[src/rtl/baro_pressure_temp_compensate_defines.svh]
// Assertion shorthands for the RTL files; only the engine includes them.
// Each macro expects clk and rst_n in the scope where it is used.
`ifndef BARO_PRESSURE_TEMP_COMPENSATE_DEFINES_SVH
`define BARO_PRESSURE_TEMP_COMPENSATE_DEFINES_SVH

// expression holds on every edge out of reset
`define BPTC_ASSERT_ALWAYS(lbl, expr, msg) \
  lbl: assert property (@(posedge clk) disable iff (!rst_n) (expr)) else $error(msg);

// condition implies consequence on the same edge
`define BPTC_ASSERT_IMPL(lbl, cond, consq, msg) \
  lbl: assert property (@(posedge clk) disable iff (!rst_n) (cond) |-> (consq)) \
    else $error(msg);

// condition implies consequence on the next edge
`define BPTC_ASSERT_NEXT(lbl, cond, consq, msg) \
  lbl: assert property (@(posedge clk) disable iff (!rst_n) (cond) |=> (consq)) \
    else $error(msg);

`endif

[src/rtl/bptc_pkg.sv]
package bptc_pkg;

  localparam int RAW_W      = 24;
  localparam int COEF_W     = 16;
  localparam int DT_W       = 25;
  localparam int MUL_W      = 26;
  localparam int PROD_W     = 52;
  localparam int SENS_W     = 40;
  localparam int OFF_W      = 41;
  localparam int TEMP_W     = 20;
  localparam int PRESS_W    = 17;
  localparam int TOUT_W     = 15;
  localparam int CFG_ADDR_W = 5;
  localparam int CFG_DATA_W = 32;

  localparam logic [RAW_W-1:0] PRESS_THRESHOLD = 24'd6056977;

  localparam logic signed [18:0] T_REF      = 19'sd2000;
  // offset from temp - 2000 to temp + 1500
  localparam logic signed [18:0] T_COLD_OFS = 19'sd3500;

  localparam logic [PRESS_W-1:0]       PRESS_MAX = 17'h1FFFF;
  localparam logic signed [TEMP_W-1:0] TEMP_MIN  = -20'sd4000;
  localparam logic signed [TEMP_W-1:0] TEMP_MAX  = 20'sd8500;

  typedef enum logic [2:0] {
    REG_SENS_COEF     = 3'd0,
    REG_OFFSET_COEF   = 3'd1,
    REG_SENS_TEMPCO   = 3'd2,
    REG_OFFSET_TEMPCO = 3'd3,
    REG_REF_TEMP      = 3'd4,
    REG_TEMP_COEF     = 3'd5
  } reg_idx_t;

  typedef struct packed {
    logic [COEF_W-1:0] sens_coef;
    logic [COEF_W-1:0] offset_coef;
    logic [COEF_W-1:0] sens_tempco;
    logic [COEF_W-1:0] offset_tempco;
    logic [COEF_W-1:0] ref_temp;
    logic [COEF_W-1:0] temp_coef;
  } cfg_t;

  typedef struct packed {
    logic [RAW_W-1:0]       pressure_raw;
    logic signed [DT_W-1:0] dt;
  } mid_item_t;

  typedef struct packed {
    logic [PRESS_W-1:0]       pressure_pa;
    logic signed [TOUT_W-1:0] temp_centi_c;
  } res_item_t;

endpackage

[src/rtl/bptc_regs.sv]
module bptc_regs import bptc_pkg::*; (
  input  logic                  clk,
  input  logic                  rst_n,
  input  logic                  psel,
  input  logic                  penable,
  input  logic                  pwrite,
  input  logic [CFG_ADDR_W-1:0] paddr,
  input  logic [CFG_DATA_W-1:0] pwdata,
  output logic [CFG_DATA_W-1:0] prdata,
  output logic                  pready,
  output cfg_t                  cfg
);

  cfg_t cfg_r;
  logic wr_en;

  assign pready = 1'b1;
  assign wr_en  = psel & penable & pwrite;
  assign cfg    = cfg_r;

  always_ff @(posedge clk) begin
    if (!rst_n) begin
      cfg_r <= '0;
    end else if (wr_en) begin
      unique case (paddr[4:2])
        REG_SENS_COEF:     cfg_r.sens_coef     <= pwdata[COEF_W-1:0];
        REG_OFFSET_COEF:   cfg_r.offset_coef   <= pwdata[COEF_W-1:0];
        REG_SENS_TEMPCO:   cfg_r.sens_tempco   <= pwdata[COEF_W-1:0];
        REG_OFFSET_TEMPCO: cfg_r.offset_tempco <= pwdata[COEF_W-1:0];
        REG_REF_TEMP:      cfg_r.ref_temp      <= pwdata[COEF_W-1:0];
        REG_TEMP_COEF:     cfg_r.temp_coef     <= pwdata[COEF_W-1:0];
        default: begin
        end
      endcase
    end
  end

  always_comb begin
    unique case (paddr[4:2])
      REG_SENS_COEF:     prdata = {16'h0000, cfg_r.sens_coef};
      REG_OFFSET_COEF:   prdata = {16'h0000, cfg_r.offset_coef};
      REG_SENS_TEMPCO:   prdata = {16'h0000, cfg_r.sens_tempco};
      REG_OFFSET_TEMPCO: prdata = {16'h0000, cfg_r.offset_tempco};
      REG_REF_TEMP:      prdata = {16'h0000, cfg_r.ref_temp};
      REG_TEMP_COEF:     prdata = {16'h0000, cfg_r.temp_coef};
      default:           prdata = '0;
    endcase
  end

endmodule

[config.mk]
export PLATFORM = sky130hd
export DESIGN_NAME = bptc_regs
export DESIGN_NICKNAME = d
export VERILOG_FILES = /design/src/rtl/baro_pressure_temp_compensate_defines.svh /design/src/rtl/bptc_pkg.sv /design/src/rtl/bptc_regs.sv
export SDC_FILE = /design/constraint.sdc
export NUM_CORES = 1
export LEC_CHECK = 0
export BUFFER_PORTS_ARGS = -buffer_cell sky130_fd_sc_hd__buf_2
export CAP_MARGIN = 20
export CORE_MARGIN = 2
export CORE_UTILIZATION = 28
export DETAILED_ROUTE_END_ITERATION = 7
export PLACE_DENSITY_LB_ADDON = 0.1
export SLEW_MARGIN = 40
export SYNTH_ARGS = -nofsm -noshare
export SYNTH_HDL_FRONTEND = slang
export SYNTH_SLANG_ARGS = --single-unit
export TNS_END_PERCENT = 50
[constraint.sdc]
create_clock -name clk -period 1.5 [get_ports clk]
set_input_delay 0.3 -clock clk [delete_from_list [all_inputs] [get_ports clk]]
set_output_delay 0.3 -clock clk [all_outputs]
set_load 0.01 [all_outputs]
==> metrics.md, run 1 <==
| Metric | Value |
|---|---|
| Max-slew violation count | `0` |
| Reported max-cap violation count | `0` |
| Combined area of the multi-input logic cells | `2425 sq um` |
| Horizontal extent of the die | `131.7 um` |
| Count of fill cells added during filler insertion | `1,598` |
| Status | `finished with violations` |
| Clock insertion delay at the later pin of the skew report | `0.35 ns` |
| Clock-pin slew of the registers on the worst-case setup and hold paths | `0.07 ns` |
| Final weighted congestion in routability-driven placement | `0.7941` |
| DP Wirelength | `9.877 mm` |
| Post-CTS Hold Buffers | `0` |
| Kind of start point of the critical path | `flop` |
| Cell variety after synth | `25` |
| Leakage Power | `2.830 nW` |
| Setup clock skew after layout | `0 ns` |
| Sinks on Clock Net | `96` |
| Highest ir drop seen on vdd | `0.0006083 V` |
| Final Critical Period | `1.685 ns` |
| CP Max Fanout | `3` |
| Tcrit/Tclk final | `112.3%` |
| Number of enable-type register cells in the synthesized netlist | `0` |
| Startpoint-to-endpoint class of the critical path | `flop to primary output` |
| Number of flip-flops under the largest register name | `96` |
| Number of nets at the end of the flow | `656` |
| Layout cells sized above 1 | `43.46%` |
| Cell with the largest stage delay on the worst path | `dfxtp_2` |
| Maximum number of pins on one net before global-route repair | `64` |
| Arr. time, crit path | `1.38 ns` |
| Die outline area | `17,340 sq um` |
| Combined flip-flop and latch cell area | `1968 sq um` |
| Clock tree from TritonCTS | `built` |
| Buf/Inv on CP | `1` |
| Share of synthesized registers carrying an async set or reset | `0%` |
| H-tree level count | `3` |
| Main synth FF type | `dfxtp_1` |
| Overall global routing resource usage | `16.04%` |
| Diode count | `0` |
| Overflow left after global routing | `0` |
| Post-synthesis average cell area | `10.23 sq um` |
| Vias in the first global route | `3,731` |
| Number of buffer cells added on primary ports | `135` |
| Per-cell routed wire length | `17.04 um` |
| Violation count after the first detailed-route iteration | `177` |
| Seq cells post-synth | `96` |
| Delay-heaviest family, CP | `flip-flops` |
| Syn-to-layout area delta | `39.78%` |
| Synthesized instance count | `446` |
| Cell area after layout | `6380 sq um` |
| Effective utilization at floorplan | `28.73%` |
| Worst Hold Class | `primary input to flop` |
| Netlist Area Pre-Place | `4564 sq um` |
| Highest-count cells in the layout ignoring fill and taps | `buf_2, mux2i_1, nand2_1, dfxtp_1, dfxtp_2` |
| Endpoint required time on the critical path | `1.20 ns` |
| Post-Place Setup Slack | `-0.2547 ns` |
| Cell chain of the critical path | `mux2_4 -> a221oi_2 -> a21oi_1 -> buf_2` |
| FMAX | `0.5935 GHz` |
| Placed cell areas | `5727 sq um` |
| Via-to-Cell Ratio | `4.551` |
| Largest incremental delay on the critical path | `0.33 ns` |
| Drc violations | `0` |
| Violations in the final reports | `negative setup slack` |
| Number of detailed-routing iterations run before antenna repair | `4` |
| Ys Warns | `0` |
| Kind of capture point of the worst setup path | `primary output` |
| Number of buffers on the longest clock path | `2` |
| Post-synthesis sequential area ratio | `42.11%` |
| Total detailed-routing wirelength | `14.23 mm` |
| Total power per unit cell area | `897.5 nW/um^2` |
| Global-route wire length before repair | `21.53 mm` |
| Number of hold violations in the final report | `0` |
| Die H | `131.7 um` |
| Final worst setup slack | `-0.1850 ns` |
| Count of nets left with antenna violations after detail routing | `0` |
| Antenna violations before repair | `0` |
| Total number of vias | `3,800` |
| Core Area | `15,890 sq um` |
| Clock buffers created by TritonCTS | `9` |
| Setup repair after global routing missed its margin | `yes` |
| Root cell of the clock tree | `clkbuf_16` |
| Commonest non-fill, non-tap cell in the layout | `buf_2` |
| I/O pins | `171` |
| Count of standard-cell rows | `46` |
| Number of endpoints failing setup at the final stage | `16` |
==> synthesized netlist by cell type (3+ instances only) <==
| master | count | area share, % |
|---|---|---|
| a32oi_1 | 4 | 0.77 |
| mux2i_1 | 123 | 27 |
| a21oi_1 | 3 | 0.33 |
| nand2_1 | 112 | 9.2 |
| o22a_1 | 9 | 1.7 |
| buf_6 | 7 | 1.7 |
| a22oi_1 | 7 | 1.2 |
| buf_4 | 20 | 3.3 |
| dfxtp_1 | 96 | 42 |
| a221oi_1 | 3 | 0.58 |
| clkbuf_1 | 13 | 1.1 |
| mux2_2 | 14 | 3.5 |
| o21ai_0 | 13 | 1.4 |
| nor2_8 | 6 | 2.6 |
==> metal layers <==
metal,vias to the layer above,global-route usage [%],share of wire (%)
met4,0,5.857,1.4
met5,-,0,0
met2,113,24.99,46
met1,1813,21.69,48
li1,1862,-,-
met3,12,3.588,5.4
==> kinds of logic after synthesis <==
family	share of synthesized area, %
mux	30.43
flops	42.11
compound gates	5.976
buf+inv	7.484
simple gates	13.84
other cells	0.1645
==> path summary, 6_finish.rpt <==
check | start | end | slack (ns) | cells after the start
hold reg to reg | cfg[56] | cfg[56] | 0.46 | 2
hold / removal | pwdata[13] | cfg[77] | 0.34 | 3
setup reg to reg | cfg[38] | cfg[38] | 0.81 | 3
setup / recovery | cfg[90] | prdata[10] | -0.18 | 4
==> repair_timing <==
item	in CTS	in global routing
setup buffers	6	7
cloned	3	0
setup endpoints to repair	16	16
resized for setup	57	21
pin swaps	6	8
==> where the power goes <==
| group | switching (W) | total (W) | leakage, nW | internal (W) |
|---|---|---|---|---|
| Sequential | 0.0000155 | 0.00258 | 0.793 | 0.00257 |
| Clock | 0.000988 | 0.00262 | 0.158 | 0.00163 |
| Combinational | 0.000300 | 0.000520 | 1.88 | 0.000221 |
| Total | 0.00130 | 0.00573 | 2.83 | 0.00442 |
==> worst min-delay path, cell delays in order <==
cell     delay (ns)
buf_2          0.09
nand2_1        0.16
mux2i_1        0.10
==> final cells by class <==
| cell class | count | area share [%] |
|---|---|---|
| multi-input cells | 320 | 38.01 |
| clock buffers | 13 | 3.765 |
| flip-flops and latches | 96 | 30.85 |
| inverters | 1 | 0.05884 |
| repair buffers | 186 | 21.67 |
| clock inverters | 3 | 1.412 |
| well taps | 216 | 4.236 |
==> stage by stage <==
| step | TNS (ns) | cells | hold WS, ns | total power (W) | util, % |
|---|---|---|---|---|---|
| floorplan | -0.01533 | 461 | 0.4878 | 0.002928 | - |
| global placement | -4.802 | 803 | 0.4554 | 0.003095 | 36.05 |
| detailed placement | -6.325 | 803 | 0.4594 | 0.003099 | 36.05 |
| CTS | -1.627 | 828 | 0.3364 | 0.005786 | 39.52 |
| global route | -2.200 | 835 | 0.3623 | 0.005918 | 40.16 |
| finish | -1.391 | 835 | 0.3401 | 0.005726 | 40.16 |
Power figures use the tool's default switching activity.
==> run 2, diff against run 1 <==
--- a/config.mk
+++ b/config.mk
@@ -7,9 +7,10 @@
 export LEC_CHECK = 0
 export BUFFER_PORTS_ARGS = -buffer_cell sky130_fd_sc_hd__buf_2
 export CAP_MARGIN = 20
-export CORE_MARGIN = 2
+export CORE_MARGIN = 10
 export CORE_UTILIZATION = 28
 export DETAILED_ROUTE_END_ITERATION = 7
+export MAX_ROUTING_LAYER = met4
 export PLACE_DENSITY_LB_ADDON = 0.1
 export SLEW_MARGIN = 40
 export SYNTH_ARGS = -nofsm -noshare
==> run 2 against run 1 <==
Compared with the run above: the flow still finishes with violations (negative setup slack); cell area fell by 0.86%; global-route usage down 1.8 points; count of clock-buffer cells in the layout fell by 2; critical path depth stayed put; largest power group unchanged.
==> metrics.md, run 2 (same netlist as run 1, synthesis figures left out) <==
| Metric | Value |
|---|---|
| Worst R2R Start | `cfg[81] (was cfg[38])` |
| Count of nets left with antenna violations after detail routing | `0 (unchanged)` |
| FMAX | `0.5991 GHz (was 0.5935 GHz)` |
| Cells on worst reg2reg path | `3 (unchanged)` |
| Clock tree from TritonCTS | `built (unchanged)` |
| Reported max-cap violation count | `0 (unchanged)` |
| Number of buffers on the longest clock path | `2 (unchanged)` |
| Highest ir drop seen on vdd | `0.0004746 V (was 0.0006083 V)` |
| Antenna violations before repair | `0 (unchanged)` |
| Count of standard-cell rows | `46 (unchanged)` |
| Setup clock skew after layout | `0 ns (unchanged)` |
| Effective utilization at floorplan | `28.63% (was 28.73%)` |
| Total number of vias | `3,782 (was 3,800)` |
| Max-slew violation count | `0 (unchanged)` |
| Core Area | `15,940 sq um (was 15,890 sq um)` |
| Violations in the final reports | `negative setup slack (unchanged)` |
| DP Wirelength | `11.27 mm (was 9.877 mm)` |
| Clock-pin slew of the registers on the worst-case setup and hold paths | `0.07 ns (about the same)` |
| Number of hold violations in the final report | `0 (unchanged)` |
| Highest-count cells in the layout ignoring fill and taps | `buf_2, mux2i_1, nand2_1, dfxtp_1, buf_4 (was buf_2, mux2i_1, nand2_1, dfxtp_1, dfxtp_2)` |
| Per-cell routed wire length | `18.63 um (was 17.04 um)` |
| Placed cell areas | `5797 sq um (was 5727 sq um)` |
| Cell area after layout | `6325 sq um (was 6380 sq um)` |
| Number of flip-flops under the largest register name | `96 (unchanged)` |
| Overflow left after global routing | `0 (unchanged)` |
| Total power per unit cell area | `919.0 nW/um^2 (was 897.5 nW/um^2)` |
| Horizontal extent of the die | `147.7 um (was 131.7 um)` |
| Path length in cells of the critical path | `4 (unchanged)` |
| Endpoint required time on the critical path | `1.20 ns (about the same)` |
| Setup repair after global routing missed its margin | `yes (unchanged)` |
| Final Critical Period | `1.669 ns (was 1.685 ns)` |
| Number of stages on the worst hold path | `3 (unchanged)` |
| Startpoint of the most critical setup path | `cfg[90] (unchanged)` |
| Arr. time, crit path | `1.37 ns (was 1.38 ns)` |
| Number of endpoints failing setup at the final stage | `16 (unchanged)` |
| Largest incremental delay on the critical path | `0.32 ns (was 0.33 ns)` |
| Diode count | `0 (unchanged)` |
| Layout cells sized above 1 | `40.13% (was 43.46%)` |
| Sinks on Clock Net | `96 (unchanged)` |
| Kind of start point of the critical path | `flop (unchanged)` |
| Clock buffers created by TritonCTS | `9 (unchanged)` |
| Die H | `147.7 um (was 131.7 um)` |
| H-tree level count | `3 (unchanged)` |
| Utilization of the core after routing | `39.67% (was 40.16%)` |
| Buf/Inv on CP | `1 (unchanged)` |
| Drc violations | `0 (unchanged)` |
| Via-to-Cell Ratio | `4.508 (was 4.551)` |
| Post-route non-filler standard cell count | `839 (was 835)` |
| Commonest non-fill, non-tap cell in the layout | `buf_2 (unchanged)` |
| Cell with the largest stage delay on the worst path | `dfxtp_2 (unchanged)` |
| Metal-1 WL | `7.259 mm (was 6.776 mm)` |
| Top Metal Used | `met4 (unchanged)` |
| Syn-to-layout area delta | `38.57% (was 39.78%)` |
| Overall global routing resource usage | `14.24% (was 16.04%)` |
| Die outline area | `21,810 sq um (was 17,340 sq um)` |
| Status | `finished with violations (unchanged)` |
| Maximum number of pins on one net before global-route repair | `32 (was 64)` |
| Met3 layer wire length in the routed design | `665 um (was 765 um)` |
| Final weighted congestion in routability-driven placement | `0.7695 (was 0.7941)` |
| I/O pins | `171 (unchanged)` |
| Delay-heaviest family, CP | `flip-flops (unchanged)` |
| Final worst setup slack | `-0.1691 ns (was -0.1850 ns)` |
| Number of buffer cells added on primary ports | `135 (unchanged)` |
| Root cell of the clock tree | `clkbuf_16 (unchanged)` |
| Violation count after the first detailed-route iteration | `167 (was 177)` |
| Worst Hold Class | `primary input to flop (unchanged)` |
| Vias in the first global route | `3,946 (was 3,731)` |
| Global-route wire length before repair | `23.43 mm (was 21.53 mm)` |
| Post-placement cell count | `814 (was 803)` |
| Post-Place Setup Slack | `-0.2188 ns (was -0.2547 ns)` |
| Number of detailed-routing iterations run before antenna repair | `6 (was 4)` |
| Clock insertion delay at the later pin of the skew report | `0.34 ns (was 0.35 ns)` |
| Origin of the worst min-delay path | `rst_n (was pwdata[13])` |
| CP Max Fanout | `2 (was 3)` |
| Startpoint-to-endpoint class of the critical path | `flop to primary output (unchanged)` |
| Kind of capture point of the worst setup path | `primary output (unchanged)` |
| Leakage Power | `2.831 nW (was 2.830 nW)` |
| Total detailed-routing wirelength | `15.63 mm (was 14.23 mm)` |
| Number of nets at the end of the flow | `660 (was 656)` |
| Tcrit/Tclk final | `111.3% (was 112.3%)` |
| Total length of routed met2 wires | `7.512 mm (was 6.485 mm)` |
| Cell chain of the critical path | `mux2_4 -> a221oi_2 -> a21oi_1 -> buf_2 (unchanged)` |
| Count of fill cells added during filler insertion | `1,628 (was 1,598)` |
run 2: changes by cell type in the layout (fill, tap and decap cells not counted), sizes merged:
cell      change
buf           +3
clkbuf        -1
clkinv        +1
clkinvlp      +1
run 2: cell type report:
type	instances	area [sq um]	area share (%)
Multi-Input combinational cell	320	2404	38.00
Sequential cell	96	1938	30.64
Timing Repair Buffer	190	1354	21.40
Tap cell	216	270.3	4.273
Clock buffer	11	252.7	3.996
Clock inverter	5	102.6	1.622
Inverter	1	3.754	0.05935
run 2: worst paths after layout:
kind	endpoint	slack, ns
worst min-delay path	cfg[0]	0.32
worst max register to register	cfg[81]	0.80
worst max-delay path	prdata[10]	-0.17
worst min register to register	cfg[60]	0.47
run 2: repair_timing:
item / 4_1_cts / 5_1_grt
hold buffers: 0 / 0
gates cloned: 1 / 2
pin swaps: 5 / 2
buffers inserted: 4 / 2
endpoints found under the setup margin: 16 / 16
gates resized for setup: 21 / 9
run 2: power breakdown:
group	switching [W]	total, W	internal (W)
clock network	0.00100	0.00272	0.00172
logic	0.000299	0.000509	0.000210
registers	0.0000156	0.00258	0.00257
total	0.00132	0.00581	0.00450
run 2: metrics by stage:
stage                     setup TNS (ns)  hold WS (ns)  power [W]
after floorplan                 -0.01533        0.4878   0.002928
after global placement            -15.21        0.4540   0.003111
after CTS                         -2.097        0.3041   0.005870
after detailed placement          -16.52        0.4633   0.003114
after global routing              -2.902        0.3161   0.006006
final                             -1.857        0.3235   0.005812
run 2: worst register-to-register path: stages, from the launching register on:
cell     delay [ns]
dfxtp_2        0.33
buf_4          0.11
nand2_1        0.04
mux2i_1        0.14
run 2: layer usage:
metal / vias to the layer above / track usage [%]
li1: 1855 / -
met1: 1815 / 17.31
met2: 98 / 23.33
met3: 14 / 2.808
met4: 0 / 4.460
met5: - / -
